## config.mk

```make
export PLATFORM = sky130hd
export DESIGN_NAME = precedence_parser_stack
export DESIGN_NICKNAME = d
export VERILOG_FILES = /design/src/rtl/pps_pkg.sv /design/src/rtl/pps_datapath.sv /design/src/rtl/pps_ctrl.sv /design/src/rtl/precedence_parser_stack.sv
export SDC_FILE = /design/constraint.sdc
export NUM_CORES = 1
export LEC_CHECK = 0
export ABC_AREA = 1
export ABC_CLOCK_PERIOD_IN_PS = 6400
export BUFFER_PORTS_ARGS = -buffer_cell sky130_fd_sc_hd__buf_2
export CORE_MARGIN = 2
export CORE_UTILIZATION = 62
export DETAILED_ROUTE_END_ITERATION = 6
export GPL_ROUTABILITY_DRIVEN = 0
export GPL_TIMING_DRIVEN = 0
export PLACE_DENSITY = 0.79
export SETUP_SLACK_MARGIN = 0.15
export SYNTH_ARGS = -nofsm -noshare
export SYNTH_HDL_FRONTEND = slang
export SYNTH_SLANG_ARGS = --single-unit
```

## constraint.sdc

```tcl
create_clock -name clk_i -period 6.4 [get_ports clk_i]
set_clock_uncertainty 0.05 [all_clocks]
set_input_delay 0.96 -clock clk_i [delete_from_list [all_inputs] [get_ports clk_i]]
set_output_delay 0.96 -clock clk_i [all_outputs]
set_load 0.05 [all_outputs]
```

## src/rtl/pps_pkg.sv

```systemverilog
// ----------------------------------------------------------------------------
// Precedence parser stack package
// Shared types, constants and codes for the parser symbol stack.
// ----------------------------------------------------------------------------
package pps_pkg;

  localparam int unsigned DepthDefault      = 64;
  localparam int unsigned SymbolBitsDefault = 6;
  localparam logic [5:0]  MarkerReset       = 6'd32;

  localparam logic [1:0] KindPush  = 2'd0;
  localparam logic [1:0] KindPop   = 2'd1;
  localparam logic [1:0] KindShift = 2'd2;
  localparam logic [1:0] KindClear = 2'd3;

  localparam logic [1:0] StatusOk     = 2'd0;
  localparam logic [1:0] StatusFull   = 2'd1;
  localparam logic [1:0] StatusSyntax = 2'd2;

  typedef struct packed {
    logic [1:0] kind;
    logic [5:0] symbol;
  } req_t;

  typedef struct packed {
    logic [1:0] status;
    logic [5:0] top_symbol;
    logic       stack_empty;
    logic [5:0] top_terminal;
    logic       terminal_found;
    logic [6:0] occupancy;
  } rsp_t;

  typedef struct packed {
    logic load;
    logic scan_start;
    logic scan_step;
    logic shift_check;
    logic move_start;
    logic move_step;
    logic put_marker;
    logic put_symbol;
  } cmd_t;

  typedef struct packed {
    logic scan_done;
    logic found;
    logic move_done;
    logic full;
    logic shift_ok;
  } sts_t;

endpackage

```

## src/rtl/pps_datapath.sv

```systemverilog
// ----------------------------------------------------------------------------
// Precedence parser stack datapath
// Stack memory, counters, terminal scan and the result register.
// ----------------------------------------------------------------------------
module pps_datapath import pps_pkg::*; #(
  parameter int unsigned DEPTH       = DepthDefault,
  parameter int unsigned SYMBOL_BITS = SymbolBitsDefault
) (
  input  logic       clk_i,
  input  logic       rst_ni,
  input  logic [5:0] marker_i,
  input  req_t       req_i,
  input  cmd_t       cmd_i,
  output sts_t       sts_o,
  output rsp_t       rsp_o
);

  localparam int unsigned AW = $clog2(DEPTH);
  localparam int unsigned CW = $clog2(DEPTH + 1);

  logic [SYMBOL_BITS-1:0] mem_q [DEPTH];
  logic [SYMBOL_BITS-1:0] rd_q;
  logic [CW-1:0]          count_q, count_d;
  logic [CW-1:0]          ptr_q, ptr_d;
  logic [CW-1:0]          term_pos_q, term_pos_d;
  logic                   found_q, found_d;
  logic [SYMBOL_BITS-1:0] term_q, term_d;
  logic [SYMBOL_BITS-1:0] top_q, top_d;
  logic [1:0]             status_q, status_d;
  logic [1:0]             kind_q;
  logic [SYMBOL_BITS-1:0] sym_q;
  logic [SYMBOL_BITS-1:0] marker_sym;
  logic                   rd_lt;
  logic                   room;
  logic                   wr_en;
  logic [AW-1:0]          wr_addr;
  logic [SYMBOL_BITS-1:0] wr_data;
  logic [CW-1:0]          rd_ptr;
  logic [CW-1:0]          put_ptr;

  // The memory is read through a register, so each scan or move step has a read state and a compare or write state.
  assign rd_ptr     = ptr_q - CW'(1);
  assign marker_sym = SYMBOL_BITS'(marker_i);
  assign rd_lt      = 16'(rd_q) < 16'(marker_i);
  assign room       = ({1'b0, count_q} + (CW+1)'(2)) <= (CW+1)'(DEPTH);
  assign put_ptr    = (kind_q == KindShift) ? count_q + CW'(1) : count_q;

  always_comb begin
    wr_en   = 1'b0;
    wr_addr = '0;
    wr_data = rd_q;
    if (cmd_i.move_step) begin
      wr_en   = 1'b1;
      wr_addr = ptr_q[AW-1:0];
    end else if (cmd_i.put_marker) begin
      wr_en   = 1'b1;
      wr_addr = AW'(term_pos_q + CW'(1));
      wr_data = marker_sym;
    end else if (cmd_i.put_symbol) begin
      wr_en   = 1'b1;
      wr_addr = AW'(put_ptr);
      wr_data = sym_q;
    end
  end

  always_ff @(posedge clk_i) begin
    if (wr_en) begin
      mem_q[wr_addr] <= wr_data;
    end
    rd_q <= mem_q[rd_ptr[AW-1:0]];
  end

  always_comb begin
    count_d    = count_q;
    ptr_d      = ptr_q;
    term_pos_d = term_pos_q;
    found_d    = found_q;
    term_d     = term_q;
    top_d      = top_q;
    status_d   = status_q;
    if (cmd_i.load) begin
      status_d = StatusOk;
      case (req_i.kind)
        KindPush: begin
          if (count_q >= CW'(DEPTH)) status_d = StatusFull;
        end
        KindPop: begin
          if (count_q != '0) count_d = count_q - CW'(1);
        end
        KindClear: count_d = '0;
        default: ;
      endcase
    end
    if (cmd_i.scan_start) begin
      ptr_d   = count_q;
      found_d = 1'b0;
      term_d  = '0;
      top_d   = '0;
    end
    if (cmd_i.scan_step) begin
      if (ptr_q == count_q) top_d = rd_q;
      if (rd_lt) begin
        found_d    = 1'b1;
        term_d     = rd_q;
        term_pos_d = rd_ptr;
      end
      ptr_d = rd_ptr;
    end
    if (cmd_i.shift_check) begin
      if (!found_q) begin
        status_d = StatusSyntax;
      end else if (!room) begin
        status_d = StatusFull;
      end
    end
    if (cmd_i.move_start) begin
      ptr_d = count_q;
    end
    if (cmd_i.move_step) begin
      ptr_d = rd_ptr;
    end
    if (cmd_i.put_symbol) begin
      if (kind_q == KindShift) begin
        count_d = count_q + CW'(2);
      end else begin
        count_d = count_q + CW'(1);
      end
    end
  end

  always_ff @(posedge clk_i or negedge rst_ni) begin
    if (!rst_ni) begin
      count_q <= '0;
      ptr_q   <= '0;
      found_q <= 1'b0;
    end else begin
      count_q <= count_d;
      ptr_q   <= ptr_d;
      found_q <= found_d;
    end
  end

  always_ff @(posedge clk_i) begin
    term_pos_q <= term_pos_d;
    term_q     <= term_d;
    top_q      <= top_d;
    status_q   <= status_d;
    if (cmd_i.load) begin
      kind_q <= req_i.kind;
      sym_q  <= SYMBOL_BITS'(req_i.symbol);
    end
  end

  assign sts_o.scan_done = (ptr_q == '0);
  assign sts_o.found     = found_q;
  assign sts_o.move_done = (ptr_q == term_pos_q + CW'(1));
  assign sts_o.full      = (count_q >= CW'(DEPTH));
  assign sts_o.shift_ok  = found_q && room;

  assign rsp_o.status         = status_q;
  assign rsp_o.top_symbol     = 6'(top_q);
  assign rsp_o.stack_empty    = (count_q == '0);
  assign rsp_o.top_terminal   = found_q ? 6'(term_q) : 6'd0;
  assign rsp_o.terminal_found = found_q;
  assign rsp_o.occupancy      = 7'(count_q);

endmodule

```

## src/rtl/pps_ctrl.sv

```systemverilog
// ----------------------------------------------------------------------------
// Precedence parser stack controller
// Sequences one request through push, scan, move and result phases.
// ----------------------------------------------------------------------------
module pps_ctrl import pps_pkg::*; (
  input  logic clk_i,
  input  logic rst_ni,
  input  logic in_valid_i,
  output logic in_stall_o,
  input  logic [1:0] in_kind_i,
  output logic out_valid_o,
  input  logic out_stall_i,
  input  sts_t sts_i,
  output cmd_t cmd_o
);

  localparam logic [2:0] StIdle    = 3'd0;
  localparam logic [2:0] StScanI   = 3'd1;
  localparam logic [2:0] StScanRd  = 3'd2;
  localparam logic [2:0] StScanCmp = 3'd3;
  localparam logic [2:0] StMoveRd  = 3'd4;
  localparam logic [2:0] StMoveWr  = 3'd5;
  localparam logic [2:0] StPut     = 3'd6;
  localparam logic [2:0] StOut     = 3'd7;

  logic [2:0] state_q, state_d;
  logic       pre_q, pre_d;

  always_comb begin
    state_d = state_q;
    pre_d   = pre_q;
    cmd_o   = '0;
    case (state_q)
      StIdle: begin
        if (in_valid_i) begin
          cmd_o.load = 1'b1;
          pre_d      = 1'b0;
          case (in_kind_i)
            KindShift: begin
              cmd_o.scan_start = 1'b1;
              pre_d   = 1'b1;
              state_d = StScanRd;
            end
            KindPush: begin
              state_d = sts_i.full ? StScanI : StPut;
            end
            default: state_d = StScanI;
          endcase
        end
      end
      StScanI: begin
        cmd_o.scan_start = 1'b1;
        pre_d   = 1'b0;
        state_d = StScanRd;
      end
      StScanRd: begin
        if (sts_i.scan_done || sts_i.found) begin
          if (pre_q) begin
            cmd_o.shift_check = 1'b1;
            if (sts_i.shift_ok) begin
              cmd_o.move_start = 1'b1;
              state_d = StMoveRd;
            end else begin
              state_d = StOut;
            end
          end else begin
            state_d = StOut;
          end
        end else begin
          state_d = StScanCmp;
        end
      end
      StScanCmp: begin
        cmd_o.scan_step = 1'b1;
        state_d = StScanRd;
      end
      StMoveRd: begin
        if (sts_i.move_done) begin
          cmd_o.put_marker = 1'b1;
          state_d = StPut;
        end else begin
          state_d = StMoveWr;
        end
      end
      StMoveWr: begin
        cmd_o.move_step = 1'b1;
        state_d = StMoveRd;
      end
      StPut: begin
        cmd_o.put_symbol = 1'b1;
        state_d = StScanI;
      end
      StOut: begin
        if (!out_stall_i) state_d = StIdle;
      end
      default: state_d = StIdle;
    endcase
  end

  always_ff @(posedge clk_i or negedge rst_ni) begin
    if (!rst_ni) begin
      state_q <= StIdle;
      pre_q   <= 1'b0;
    end else begin
      state_q <= state_d;
      pre_q   <= pre_d;
    end
  end

  assign in_stall_o  = (state_q != StIdle);
  assign out_valid_o = (state_q == StOut);

endmodule

```

## src/rtl/precedence_parser_stack.sv

```systemverilog
// ----------------------------------------------------------------------------
// Precedence parser stack
// A result is presented once the stack has been scanned for its topmost terminal,
// after a pop, clear or refused push, and after a push once its symbol is written.
// A refused shift returns after its first scan; a done shift moves the non-terminals
// above the terminal up, writes the marker and the symbol, then scans again.
// One request is held at a time; the next is taken only after the result is accepted.
// Reset empties the stack and sets the marker to 32; entries stay undefined.
// ----------------------------------------------------------------------------
module precedence_parser_stack import pps_pkg::*; #(
  parameter int unsigned DEPTH       = DepthDefault,
  parameter int unsigned SYMBOL_BITS = SymbolBitsDefault
) (
  input  logic       clk_i,
  input  logic       rst_ni,
  input  logic       cfg_we_i,
  input  logic [5:0] cfg_wdata_i,
  input  logic       in_valid_i,
  output logic       in_stall_o,
  input  req_t       in_data_i,
  output logic       out_valid_o,
  input  logic       out_stall_i,
  output rsp_t       out_data_o
);

  logic [5:0] marker_q;
  cmd_t       cmd;
  sts_t       sts;
  logic       stall_raw;

  always_ff @(posedge clk_i or negedge rst_ni) begin
    if (!rst_ni) begin
      marker_q <= MarkerReset;
    end else if (cfg_we_i) begin
      marker_q <= cfg_wdata_i;
    end
  end

  pps_ctrl u_ctrl (
    .clk_i       (clk_i),
    .rst_ni      (rst_ni),
    .in_valid_i  (in_valid_i),
    .in_stall_o  (stall_raw),
    .in_kind_i   (in_data_i.kind),
    .out_valid_o (out_valid_o),
    .out_stall_i (out_stall_i),
    .sts_i       (sts),
    .cmd_o       (cmd)
  );

  assign in_stall_o = stall_raw;

  pps_datapath #(
    .DEPTH       (DEPTH),
    .SYMBOL_BITS (SYMBOL_BITS)
  ) u_dp (
    .clk_i    (clk_i),
    .rst_ni   (rst_ni),
    .marker_i (marker_q),
    .req_i    (in_data_i),
    .cmd_i    (cmd),
    .sts_o    (sts),
    .rsp_o    (out_data_o)
  );

  a_empty_occ: assert property (@(posedge clk_i) disable iff (!rst_ni)
    out_valid_o |-> (out_data_o.stack_empty == (out_data_o.occupancy == 7'd0)))
    else $error("empty flag disagrees with occupancy");
  a_no_accept_busy: assert property (@(posedge clk_i) disable iff (!rst_ni)
    out_valid_o |-> in_stall_o)
    else $error("request taken while a result waits");
  a_occ_bound: assert property (@(posedge clk_i) disable iff (!rst_ni)
    out_valid_o |-> (out_data_o.occupancy <= 7'(DEPTH)))
    else $error("occupancy beyond depth");

endmodule
```

==> key figures <==
Floorplan
  – Full die area: roughly 0.032 mm^2
  – Initial Util: 0.628
  – Die height: 180 um
  – Top Ports: 44
  – Num rows: 64
  – Die W: 180 um
  – Core area: approximately 0.030 mm^2

Route
  – DRC Markers: 0
  – Wire length on met1: between 15000 and 20000 um
  – Routed WL per cell: about 24 um
  – DRT antenna net count: 0
  – WL met3: 6140 um
  – Via count: 14200
  – Routed length on met2: 24300 um
  – Top layer in use: met4
  – Drt initial violations: about 2200
  – First-pass iteration count of the detailed router: 7
  – Vias per inst: 6.57
  – Final wirelength: around 52000 um

GRT
  – GRT Total Usage: 0.325
  – Vias in the first global route: 13700
  – Largest net degree at the start of global routing: 36
  – First-pass GRT wire length: 80000 um
  – Grt ovf: 0
  – Antenna violations before repair: 0

Logic synthesis
  – Ys Warns: 0
  – Top post-synthesis cells by area: edfxtp_1, o21ai_0, nor2_1
  – Mapped Cells: 1644
  – Syn_area_per_cell: ~12 um^2
  – Syn Std Cell Area: around 0.019 mm^2
  – Top-count cell post-synth: edfxtp_1
  – Syn_nets: 1679
  – Sequential-to-total area share from yosys stat: 0.681
  – Yosys cell types: 43
  – Largest area contributor in the netlist: edfxtp_1
  – Top post-synthesis cells by count: edfxtp_1, nor2_1, o21ai_0, nand2_1, inv_1
  – #FFs+latches synth: 444
  – Ys async rst share: 0.0563
  – Ys flop type: edfxtp_1
  – Post-synth top area share: 0.627
  – Post-synth EDFFs: 399

Setup path
  – Worst r2r src: u_dp.ptr_q[0]
  – Worst Path Buf+Inv: 6
  – Crit-path cells: inv_2 -> clkbuf_1 -> clkbuf_1 -> ha_1 -> inv_1 -> clkbuf_1 -> clkbuf_1 -> o21ai_0 -> o221ai_1 -> o211ai_1 -> nand3_1 -> nand3_1 -> nand2_1
  – Worst EP arrival: 5.58 ns
  – Slowest CP cell: clkbuf_1
  – Reg2reg end: u_dp.rd_q[2]
  – Crit Path Max Fanout: 12
  – Reg2Reg Depth: 13
  – Critical path's largest stage delay: 0.58 ns
  – CP Capture Type: flip-flop
  – Most used cell, CP: clkbuf_1
  – Setup CP Type: flip-flop to flip-flop
  – Crit start category: flip-flop
  – CP delay by family, top: buffers and inverters
  – R2R Setup Slk: 1.23 ns
  – Worst endpoint required time: 6.82 ns

Power and ir drop
  – Part of the power in registers: 0.329
  – VDD IR max: around 0.32 mV
  – Int Pwr: 0.00681 W
  – Sw Ratio: 0.433
  – Sw Pwr: 0.00520 W
  – Pwr Total: approximately 0.012 W
  – Clk pwr share: 0.221
  – Power Dens Cells: 557 mW/mm^2
  – Combinational share of power: 0.450
  – Leakage power: roughly 7.4 nW

Clock tree
  – Post-CTS Setup Inserts: 0
  – CTS Buf Count: 43
  – Post-CTS Resized: 0
  – Clock buffer depth: 3
  – H-Tree Depth: 2
  – Worst-skew pair later-pin latency: 0.56 ns
  – CTS tree: yes
  – Clk pin slew, worst setup/hold paths: 0.06 ns
  – CTS sink cnt: 444
  – Post-cts hold buffer count: 0
  – Clk root buf: clkbuf_16

Timing
  – Worst rel slew slack: 0.320
  – Crit share post-route: 0.807
  – Worst Hold Margin: between 0.3 and 0.4 ns
  – RSZ-0062 raised after global routing: false
  – Min Clock Period, post-route: 5.17 ns
  – Final Slew Violations: 0
  – Worst Max-Slew Pin Slew: roughly 1 ns
  – Fin. Hold Viols: 0
  – # setup viols final: 0
  – Fmax: 194 MHz

Cells and area
  – Area grow syn2layout: 12.8%
  – Fillers: slightly above 2000
  – Layout cell share with drive strength beyond 1: 0.101
  – Finished Layout Cells: 2170
  – Final core utilization: 0.708
  – Diodes inserted: 0
  – Fin nets: 1776

Placed design
  – PortBufs: 43
  – DPL Wire Length: 35100 um
  – Placed instance count: 2092

Worst hold path
  – Worst min-delay path category: input pin to async pin

Run status
  – Status: completed

Run
  – Max-cap violations: 0
==> cell usage in the layout, fill, tap and decap left out, drive strengths merged, types with 2 or more instances in the layout <==
cell / Yosys / routed
nand3b: 3 / 3
clkbuf: 75 / 125
dfxtp: 20 / 20
xnor2: 3 / 3
a21oi: 11 / 11
nand4: 8 / 8
bufinv: 0 / 7
o21ai: 262 / 262
nor2: 301 / 301
a31oi: 2 / 2
o31ai: 2 / 2
o21a: 2 / 2
nor4: 2 / 2
edfxtp: 399 / 399
o221ai: 48 / 48
buf: 20 / 72
ha: 16 / 16
dfrtp: 24 / 24
nand3: 85 / 85
clkinv: 1 / 18
clkinvlp: 0 / 2
o211ai: 54 / 54
inv: 89 / 91
xor2: 20 / 20
o22ai: 50 / 50
nand2: 133 / 133
nor3: 9 / 9
==> registers in the layout, summed over array words and instances, names as in the netlist <==
register         count
u_dp.term_q          6
u_dp.kind_q          2
u_dp.term_pos_q      7
u_ctrl.pre_q         1
u_dp.count_q         7
u_dp.status_q        2
u_ctrl.state_q       3
u_dp.sym_q           6
marker_q             6
u_dp.top_q           6
u_dp.rd_q            6
u_dp.found_q         1
u_dp.ptr_q           7
u_dp.mem_q         384
==> cells by family (layout without fill, tap and decap cells) <==
family | Yosys count | count (layout) | share of synthesized area
XOR/XNOR | 23 | 23 | 0.0105
buffers and inverters | 185 | 315 | 0.0377
flip-flops | 444 | 444 | 0.681
AO/OA/AOI/OAI | 435 | 435 | 0.135
adder cells (fa/ha/maj) | 16 | 16 | 0.0105
AND/OR/NAND/NOR | 541 | 541 | 0.125
==> worst max path at each step <==
stage	start	end	slack, ns	cells after the start
6_report	u_dp.ptr_q[0]	u_dp.rd_q[2]	1.23	13
5_1_grt	u_dp.ptr_q[0]	u_dp.rd_q[2]	1.18	13
4_1_cts	u_dp.ptr_q[0]	u_dp.rd_q[2]	1.58	13
3_5_place_dp	u_dp.ptr_q[0]	u_dp.rd_q[2]	1.60	13
3_3_place_gp	u_dp.term_pos_q[0]	u_dp.mem_q[47][1]	-2.89	12
2_1_floorplan	u_dp.term_pos_q[0]	u_dp.mem_q[0][0]	1.56	11
==> per-layer routing <==
metal  global-route usage  vias up
met5                    0        -
met4                0.163        0
met3               0.0612      219
met2                0.517     1056
met1                0.436     6796
li1                     -     6177
==> power groups by stage <==
stage / clock network, W / registers, W / logic (W)
6_report: 0.00266 / 0.00395 / 0.00540
5_1_grt: 0.00277 / 0.00396 / 0.00572
4_1_cts: 0.00265 / 0.00394 / 0.00520
3_5_place_dp: 0 / 0.00400 / 0.00512
3_3_place_gp: 0 / 0.00421 / 0.00475
2_1_floorplan: 0 / 0.00416 / 0.00300
==> area by class of cell <==
type / instances / area [um^2] / area share
Buffer: 95 / 383 / 0.0178
Timing Repair Buffer: 52 / 410 / 0.0190
Clock buffer: 50 / 1150 / 0.0535
Sequential cell: 444 / 13000 / 0.604
Clock inverter: 28 / 325 / 0.0151
Multi-Input combinational cell: 1015 / 5440 / 0.252
Tap cell: 396 / 495 / 0.0230
Inverter: 90 / 338 / 0.0157
==> through the flow <==
stage | setup TNS [ns] | cell area [um^2] | setup slack, ns
3_3_place_gp | -951.89 | 19800 | -2.89
6_report | 0 | 21600 | 1.23
2_1_floorplan | 0 | 19100 | 1.56
5_1_grt | 0 | 21600 | 1.18
3_5_place_dp | 0 | 20100 | 1.60
4_1_cts | 0 | 21600 | 1.58
==> worst reg2reg max path: cells and delay by family, from the launching register on <==
kind                       cells  cell delay [ns]
buffers and inverters          6             2.76
AOI/OAI and AO/OA              3             0.77
adders and majority gates      1             0.53
DFF                            1             0.51
and+or+nand+nor                3             0.48
No activity file was read; power rests on OpenSTA's default activity.
